### config.mk
export PLATFORM = sky130hd
export DESIGN_NAME = distinct_value_sorter
export DESIGN_NICKNAME = d
export VERILOG_FILES = /design/src/rtl/core/dvs_pkg.sv /design/src/rtl/core/dvs_cell.sv /design/src/rtl/core/distinct_value_sorter.sv
export SDC_FILE = /design/constraint.sdc
export NUM_CORES = 2
export LEC_CHECK = 0
export BUFFER_PORTS_ARGS = -buffer_cell sky130_fd_sc_hd__buf_4
export CORE_UTILIZATION = 30
export DETAILED_ROUTE_END_ITERATION = 16
export MAX_ROUTING_LAYER = met4
export SLEW_MARGIN = 20
export SYNTH_ARGS = -nofsm -noshare
export SYNTH_HDL_FRONTEND = slang
export SYNTH_SLANG_ARGS = --single-unit
### constraint.sdc
create_clock -name clk_i -period 6.45 [get_ports clk_i]
set_clock_uncertainty 0.1 [all_clocks]
set_input_delay 0.3225 -clock clk_i [delete_from_list [all_inputs] [get_ports clk_i]]
set_output_delay 0.3225 -clock clk_i [all_outputs]
set_load 0.02 [all_outputs]
### src/rtl/core/dvs_pkg.sv
package dvs_pkg;

  localparam int unsigned ValueWidth = 32;

  typedef struct packed {
    logic signed [ValueWidth-1:0] value;
    logic                         last;
  } in_item_t;

  typedef struct packed {
    logic signed [ValueWidth-1:0] sorted_value;
    logic                         final_res;
    logic                         overflow;
  } out_item_t;

  // What every cell of the chain does in a cycle.
  typedef enum logic [1:0] {
    CELL_HOLD,
    CELL_INSERT,
    CELL_SHIFT
  } cell_op_e;

  typedef struct packed {
    cell_op_e                     op;
    logic signed [ValueWidth-1:0] value;
  } cell_ctrl_t;

  // What a cell shows its neighbors.
  typedef struct packed {
    logic signed [ValueWidth-1:0] value;
    logic                         valid;
    logic                         ins;
  } cell_link_t;

  typedef enum logic {
    ST_LOAD,
    ST_EMIT
  } dvs_state_e;

endpackage

### src/rtl/core/dvs_cell.sv
module dvs_cell (
  input  logic                clk_i,
  input  logic                rst_ni,
  input  dvs_pkg::cell_ctrl_t ctrl_i,
  input  dvs_pkg::cell_link_t left_i,
  input  dvs_pkg::cell_link_t right_i,
  output dvs_pkg::cell_link_t link_o,
  output logic                eq_o
);
  import dvs_pkg::*;

  logic signed [ValueWidth-1:0] val_q, val_d;
  logic                         valid_q, valid_d;
  logic                         ins;

  // The new value belongs here or further left: this cell makes room.
  assign ins  = !valid_q || (ctrl_i.value < val_q);
  assign eq_o = valid_q && (val_q == ctrl_i.value);

  assign link_o.value = val_q;
  assign link_o.valid = valid_q;
  assign link_o.ins   = ins;

  always_comb begin
    val_d   = val_q;
    valid_d = valid_q;
    case (ctrl_i.op)
      CELL_INSERT: begin
        // Take the left neighbor's value if it moves right, else take the new one.
        if (left_i.ins) begin
          val_d = left_i.value;
        end else if (ins) begin
          val_d = ctrl_i.value;
        end
        valid_d = valid_q | left_i.valid;
      end
      CELL_SHIFT: begin
        val_d   = right_i.value;
        valid_d = right_i.valid;
      end
      default: begin
        val_d   = val_q;
        valid_d = valid_q;
      end
    endcase
  end

  always_ff @(posedge clk_i or negedge rst_ni) begin
    if (!rst_ni) begin
      valid_q <= 1'b0;
    end else begin
      valid_q <= valid_d;
    end
  end

  always_ff @(posedge clk_i) begin
    val_q <= val_d;
  end

endmodule

### src/rtl/core/distinct_value_sorter.sv
// Channel | Direction | Handshake                  | Payload
// in      | input     | in_valid_i / in_stall_o    | in_data_i  (value, last)
// out     | output    | out_valid_o / out_stall_i  | out_data_o (sorted_value, final_res, overflow)
//
// An item not marked last is inserted into the cell chain in the cycle it is accepted, unless
// its value is already held or the chain is full. A marked item is inserted alike, then the set
// drains one result per cycle while the output is not stalled, with the input channel stalled.
// Reset clears the valid bit of every cell, the overflow flag and the output valid flag.
// A stall on the output holds the chain and the output register until the result is taken.
module distinct_value_sorter #(
  parameter int unsigned DEPTH = 16
) (
  input  logic               clk_i,
  input  logic               rst_ni,
  input  logic               in_valid_i,
  output logic               in_stall_o,
  input  dvs_pkg::in_item_t  in_data_i,
  output logic               out_valid_o,
  input  logic               out_stall_i,
  output dvs_pkg::out_item_t out_data_o
);
  import dvs_pkg::*;

  dvs_state_e state_q, state_d;

  cell_ctrl_t cell_ctrl;
  cell_link_t link [DEPTH];
  logic [DEPTH-1:0] eq_vec;
  logic [DEPTH-1:0] valid_vec;

  logic in_take;   // input transaction this cycle
  logic out_load;  // move the head of the chain into the output register
  logic dup;       // value already held
  logic full;      // every cell holds a value
  logic is_final;  // the head is the last held value

  logic      ovf_q, ovf_d;
  logic      out_valid_q, out_valid_d;
  out_item_t out_data_q;

  // Chain of cells: cell 0 holds the smallest value. On insert every cell compares the
  // broadcast value with its own, and cells at and above the insert point shift right.
  // On emit the chain shifts left by one per result.
  for (genvar k = 0; k < DEPTH; k++) begin : g_cell
    cell_link_t left_link;
    cell_link_t right_link;

    if (k == 0) begin : g_left_end
      // Nothing sits left of the head; its stand-in neighbor is always occupied and never moves right.
      assign left_link = '{value: '0, valid: 1'b1, ins: 1'b0};
    end else begin : g_left
      assign left_link = link[k-1];
    end

    if (k == DEPTH - 1) begin : g_right_end
      // Shift an empty entry into the tail while draining.
      assign right_link = '{value: '0, valid: 1'b0, ins: 1'b1};
    end else begin : g_right
      assign right_link = link[k+1];
    end

    dvs_cell u_cell (
      .clk_i   (clk_i),
      .rst_ni  (rst_ni),
      .ctrl_i  (cell_ctrl),
      .left_i  (left_link),
      .right_i (right_link),
      .link_o  (link[k]),
      .eq_o    (eq_vec[k])
    );

    assign valid_vec[k] = link[k].valid;
  end

  assign dup      = |eq_vec;
  assign full     = valid_vec[DEPTH-1];
  assign is_final = !valid_vec[1];

  assign in_stall_o = (state_q != ST_LOAD);
  assign in_take    = in_valid_i && !in_stall_o;

  // Load a new result when the output register is empty or being emptied.
  assign out_load = (state_q == ST_EMIT) && (!out_valid_q || !out_stall_i);

  // Next state.
  always_comb begin
    state_d = state_q;
    case (state_q)
      ST_LOAD: begin
        if (in_take && in_data_i.last) begin
          state_d = ST_EMIT;
        end
      end
      ST_EMIT: begin
        if (out_load && is_final) begin
          state_d = ST_LOAD;
        end
      end
      default: begin
        state_d = ST_LOAD;
      end
    endcase
  end

  // Chain control: insert a new distinct value while there is room, drain on emit.
  always_comb begin
    cell_ctrl.value = in_data_i.value;
    cell_ctrl.op    = CELL_HOLD;
    case (state_q)
      ST_LOAD: begin
        if (in_take && !dup && !full) begin
          cell_ctrl.op = CELL_INSERT;
        end
      end
      ST_EMIT: begin
        if (out_load) begin
          cell_ctrl.op = CELL_SHIFT;
        end
      end
      default: begin
        cell_ctrl.op = CELL_HOLD;
      end
    endcase
  end

  // Overflow: set when a distinct value finds the chain full, drop after the final result.
  always_comb begin
    ovf_d = ovf_q;
    if (in_take && !dup && full) begin
      ovf_d = 1'b1;
    end else if (out_load && is_final) begin
      ovf_d = 1'b0;
    end
  end

  // Hold the output while stalled, drop it once taken.
  assign out_valid_d = out_load || (out_valid_q && out_stall_i);

  always_ff @(posedge clk_i or negedge rst_ni) begin
    if (!rst_ni) begin
      state_q     <= ST_LOAD;
      ovf_q       <= 1'b0;
      out_valid_q <= 1'b0;
    end else begin
      state_q     <= state_d;
      ovf_q       <= ovf_d;
      out_valid_q <= out_valid_d;
    end
  end

  always_ff @(posedge clk_i) begin
    if (out_load) begin
      out_data_q.sorted_value <= link[0].value;
      out_data_q.final_res    <= is_final;
      out_data_q.overflow     <= ovf_q;
    end
  end

  assign out_valid_o = out_valid_q;
  assign out_data_o  = out_data_q;

  // Occupied cells always form a prefix of the chain.
  a_valid_prefix: assert property (@(posedge clk_i) disable iff (!rst_ni)
    $onehot({1'b0, valid_vec} + {{DEPTH{1'b0}}, 1'b1}))
    else $error("cell chain has a hole");

  // While draining, the head of the chain holds a value.
  a_emit_head: assert property (@(posedge clk_i) disable iff (!rst_ni)
    (state_q == ST_EMIT) |-> valid_vec[0])
    else $error("emit with empty chain head");

  // After the final result the chain is empty.
  a_drained: assert property (@(posedge clk_i) disable iff (!rst_ni)
    (out_load && is_final) |=> (valid_vec == '0))
    else $error("chain not empty after final result");

  // Overflow only rises when a value met a full chain.
  a_ovf_full: assert property (@(posedge clk_i) disable iff (!rst_ni)
    $rose(ovf_q) |-> $past(full))
    else $error("overflow set without a full chain");

endmodule

-- After elaboration in Yosys (flattened, before gate mapping)
Index checks and enable logic that the tools add are counted.
- register bits: 565
- magnitude comparators: 16
- eq/ne operators: 34
- mux-type cells: 71
- bitwise logic cells: 16
- reductions and logical operators: 81
- operators with widths (cell ; count):
    case mux 32 bit (2 select lines) ; 16
    2-to-1 mux 32 bit ; 31
    equality test 32 bit ; 16
    < comparator 32 bit ; 16
    inequality test 3 x 1 -> 1 bit, second input constant ; 15
    case mux 1 bit (2 select lines) ; 17
    AND reduction 2 bit ; 16
    logical AND 1 bit ; 24
    zero test 1 bit ; 20
    logical OR 1 bit ; 18
    OR reduction 16 bit ; 1
    OR 1 bit ; 15
    2-to-1 mux 1 bit ; 5
    case mux 2 bit (2 select lines) ; 1
    nonzero test 2 bit ; 2
    equality test 2 x 1 -> 1 bit, second input constant ; 1
    equality test 2 bit, second input constant ; 1
    2-to-1 mux 2 bit ; 1
    inequality test 2 x 1 -> 1 bit, second input constant ; 1
    NOT 1 bit ; 1

-- Depth between registers and ports, before layout
- depth after elaboration: 11
- mapped depth: 12
- gate-level depth less buffers: 10

-- Cells and area by module
A second synthesis with hierarchy kept.
- cells, all modules: 4439
- area, all modules: 42872.4 um2
- by module, submodules not included (module ; instances ; cells an instance ; area each (um2) ; sequential area each (um2)):
    dvs_cell ; 16 ; 274 ; 2601.2 ; 985.9
    distinct_value_sorter ; 1 ; 55 ; 1252.5 ; 1096.1

-- Worst setup path before layout
No wires, ideal clock.
- kind: input -> register
- start: input in_data_i[1] in the netlist's numbering
- end: register g_cell[4].u_cell.val_q[0], enable pin
- library setup time: 0.441 ns
- arrival: 4.064 ns
- required time: 5.909 ns
- slack: 1.845 ns
- stages on the path: 11
- path buffers: 2
- cell sequence: inv_1 ha_1 nor2b_1 o211ai_1 a2111oi_1 a211oi_2 o31a_1 and2_1 buf_2 buf_2 a31oi_1
- cells in the longest elaborated chain, start to end: 11
- ends and longest elaborated chain (what ; line ; RTL):
    start: declaration ; distinct_value_sorter.sv:17 ; input dvs_pkg::in_item_t in_data_i,
    equality test 32 bit ; dvs_cell.sv:18 ; assign eq_o = valid_q && (val_q == ctrl_i.value);
    logical AND 1 bit ; dvs_cell.sv:18 ;
    OR reduction 16 bit ; distinct_value_sorter.sv:75 ; assign dup = |eq_vec;
    zero test 1 bit ; distinct_value_sorter.sv:111 ; if (in_take && !dup && !full) begin
    logical AND 1 bit (2 in a row) ; distinct_value_sorter.sv:111 ;
    2-to-1 mux 1 bit ; distinct_value_sorter.sv:111 ;
    case mux 2 bit (2 select lines) ; distinct_value_sorter.sv:109 ; case (state_q)
    equality test 2 x 1 -> 1 bit / equality test 2 bit (equally long branches) ; dvs_cell.sv:27 ; case (ctrl_i.op)
    inequality test 3 x 1 -> 1 bit (no source line) / nonzero test 2 bit (equally long branches) ; - ;
    AND reduction 2 bit (no source line) (*) ; - ;
    end signal: assignment ; dvs_cell.sv:57 ; val_q <= val_d;
    end: declaration ; dvs_cell.sv:12 ; logic signed [ValueWidth-1:0] val_q, val_d;
Mark *: on every way between the ends. The rest lies on a longest branch, timed or not.
A chain may end at the register's enable or synchronous reset.

-- Final worst setup path
- start: register g_cell[10].u_cell.val_q[27]
- end: register g_cell[10].u_cell.val_q[7], enable pin
- cells in the longest elaborated chain, start to end: 11
- ends and longest elaborated chain (what ; line):
    start: declaration ; dvs_cell.sv:12
    start signal: assignment ; dvs_cell.sv:57
    equality test 32 bit ; dvs_cell.sv:18
    logical AND 1 bit ; dvs_cell.sv:18
    OR reduction 16 bit ; distinct_value_sorter.sv:75
    zero test 1 bit ; distinct_value_sorter.sv:111
    logical AND 1 bit (2 in a row) ; distinct_value_sorter.sv:111
    2-to-1 mux 1 bit ; distinct_value_sorter.sv:111
    case mux 2 bit (2 select lines) ; distinct_value_sorter.sv:109
    equality test 2 x 1 -> 1 bit / equality test 2 bit (equally long branches) ; dvs_cell.sv:27
    inequality test 3 x 1 -> 1 bit (no source line) / nonzero test 2 bit (equally long branches) ; -
    AND reduction 2 bit (no source line) (*) ; -
Marks and branches as above.

==> impl_results.md <==
- Setup violators final: 0
- Leak: 18.7 nW
- Post-cts sizing count: 0
- Die extent in x: 377 µm
- Flop2flop setup slack: 1.27 ns
- Element type at the critical path start: flop
- Hold Path Stages: 3
- R2R Path Start: g_cell[10].u_cell.val_q[27]
- Vias/cell: 5.86
- Mapped cell area: 0.0421 mm²
- CTS Buf Count: between 70 and 80
- Setup slack after layout: ~1.3 ns
- Vias: roughly 36,000
- Antenna Violating Nets Remaining: 0
- Worst vdd ir: 0.442 mV
- Post-CTS setup buffers: 0
- NumNets Final: 4,772
- Placement Rows: 137
- Reg2reg path depth: 12
- Hold Path Class: in -> reg
- Final hold viol count: 0
- Post-Place Setup Slack: ~1.3 ns
- Clock slew at reported path FFs: 0.06 ns
- Core ar.: around 0.14 mm²
- Clock root buffer: clkbuf_16
- FF-to-FF End: g_cell[10].u_cell.val_q[7]
- Total power: just under 0.03 W
- Top_reg_cell synth: edfxtp_1
- Placer Congestion: 0.911
- Yosys reg bits: about 570
- RSZ-0062 raised after global routing: false
- Count of cell types in the netlist: 84
- Worst Path Required: 6.75 ns
- IO Count: 73
- Max-slew violation count: 0
- Largest fanout on the critical path: 24
- CTS Buffer Depth: 3
- # DRC: 0
- Die H: 377 µm
- Initial antenna violation count: 1
- Status: finished, final reports clean
- Ant diodes: 0
- Max Freq: 0.193 GHz
- Worst setup path class: reg -> reg
- WP data arrival: 5.48 ns
- Avg Cell Area, Syn: 9.73 µm²
- # H-tree levels: 3
- Worst Tran Pin Value: approximately 1.1 ns
- Clock Latency Late Sink: 0.66 ns
- Register area share after synthesis: 40.1%
- Most frequent cells in the layout: 546 x edfxtp_1, 527 x inv_1, 512 x ha_1
- Violation count after the first detailed-routing iteration: 3,753
- Pwr per Cell Area: 617 mW/mm²
- Routed WL: about 140,000 µm
- Most common cell after layout, fill and taps aside: edfxtp_1
- Mapped Cells: 4,328
- Setup TNS: 0 ns
- Post-layout min period: 5.18 ns
- Largest net degree at the start of global routing: 183
- Synth-to-Final Area Change: 11.8%
- Num Clock Sinks: 565
- Fin crit share: approximately four fifths
- Async set-reset flop share out of synthesis: ~3.4%
- Post-synth EDFFs: 546
- Synth Warn #: 0
- DP HPWL: 107,000 µm
- Hold path start: in_data_i[1]
- DRT Pass-1 Iters: 6
- PortBufs: 72
- Layout cells sized above 1: roughly 8.4%
- Slew HR: 28.0%
- Avg WL per Cell: around 23 µm
- Hold Path End: g_cell[15].u_cell.val_q[0]
- GR Util All Layers: between 20 and 25%
- Post-synthesis net count: 4,877
- Global-route wire length before repair: 219,000 µm
- Setup crit end kind: flop
- Max cap viols: 0
- CTS tree: yes
- Starting density of the core: 30.2%
- Congestion Overflow GR: 0
- Vias in the first global route: 35,900
- DIE AREA: 0.142 mm²
## sequential cells by signal, indices dropped and copies added, names as in the netlist
register and cells:
g_cell.u_cell.val_q 512, out_data_o 34, g_cell.u_cell.valid_q 16, in_stall_o 1, out_valid_o 1, ovf_q 1
## worst max-delay path by stage
stage	start	to	slack (ns)	cells after the start
2_1_floorplan	in_data_i[1]	g_cell[4].u_cell.val_q[0]	1.85	11
3_3_place_gp	in_data_i[28]	g_cell[10].u_cell.val_q[26]	1.44	11
3_5_place_dp	in_data_i[28]	g_cell[11].u_cell.val_q[4]	1.34	11
4_1_cts	g_cell[10].u_cell.val_q[26]	g_cell[11].u_cell.val_q[25]	1.47	11
5_1_grt	g_cell[10].u_cell.val_q[27]	g_cell[10].u_cell.val_q[15]	1.13	12
6_report	g_cell[10].u_cell.val_q[27]	g_cell[10].u_cell.val_q[7]	1.27	12
## routing by layer
metal / vias up / GRT usage (%) / routed length [µm]
li1: 16500 / - / -
met3: 310 / 2.31 / 8080
met1: 17900 / 25.8 / 60800
met4: 0 / 8.89 / 6620
met5: - / - / 0
met2: 1312 / 32.9 / 68100
## power breakdown
| part | total [W] | switching, W | internal, W |
|---|---|---|---|
| logic | 0.0161 | 0.0106 | 0.00548 |
| clock network | 0.00413 | 0.00172 | 0.00241 |
| registers | 0.00880 | 0.00129 | 0.00751 |
## cell usage after synthesis, types with 71 or more instances
cell type | count | area (µm²)
nand3_1 | 186 | 931
o221ai_1 | 120 | 1050
a21oi_1 | 226 | 1130
clkbuf_1 | 248 | 931
inv_1 | 527 | 1980
nor2_1 | 120 | 450
nand4_1 | 247 | 1550
edfxtp_1 | 546 | 16400
a221o_1 | 71 | 711
a311oi_1 | 84 | 736
o21ai_0 | 144 | 721
a31oi_1 | 82 | 513
nand2_1 | 345 | 1290
ha_1 | 512 | 6410
o211ai_1 | 155 | 1160
## what timing repair did
item / in CTS / in global routing
hold endpoints to repair: 21 / 0
hold buffers: 3 / 0
setup endpoints to repair: 0 / 0
## metrics by stage
stage               util, %  std cells  area (µm²)  hold slack [ns]
finish                 33.8       6154       47100           0.0406
global route           33.8       6154       47100           0.0810
CTS                    33.7       6149       46900           0.0308
detailed placement     32.0       6018       44600            0.181
global placement       31.8       6009       44300            0.178
floorplan                 -       4328       42100          -0.0731
## area by class of cell
type	instances	area (µm²)
Timing Repair Buffer	147	1430
Sequential cell	565	16900
Multi-Input combinational cell	2907	22100
Clock buffer	99	2010
Inverter	531	2000
Tap cell	1876	2350
Fill cell	14000	92300
Clock inverter	29	300
## cell families (layout without fill, tap and decap cells)
kind of cell / Yosys count / count (layout) / synth area share [%]
fa+ha+maj: 512 / 512 / 15.2
flops: 565 / 565 / 40.1
simple gates: 1048 / 1048 / 12.4
compound gates: 1315 / 1315 / 23.4
buf+inv: 856 / 806 / 8.10
mux: 32 / 32 / 0.761
## worst max-delay path, stage by stage (launching register included)
cell and delay, ns:
edfxtp_1 0.36, inv_1 0.10, ha_1 0.32, nand4_1 0.19, nor4_1 0.83, or2_2 0.54
o31ai_2 0.12, buf_4 0.26, a31oi_1 0.47, buf_4 0.25, a21boi_0 0.62, a31oi_4 0.42
buf_16 0.31
Note: power is estimated with default switching activity, not from simulation.
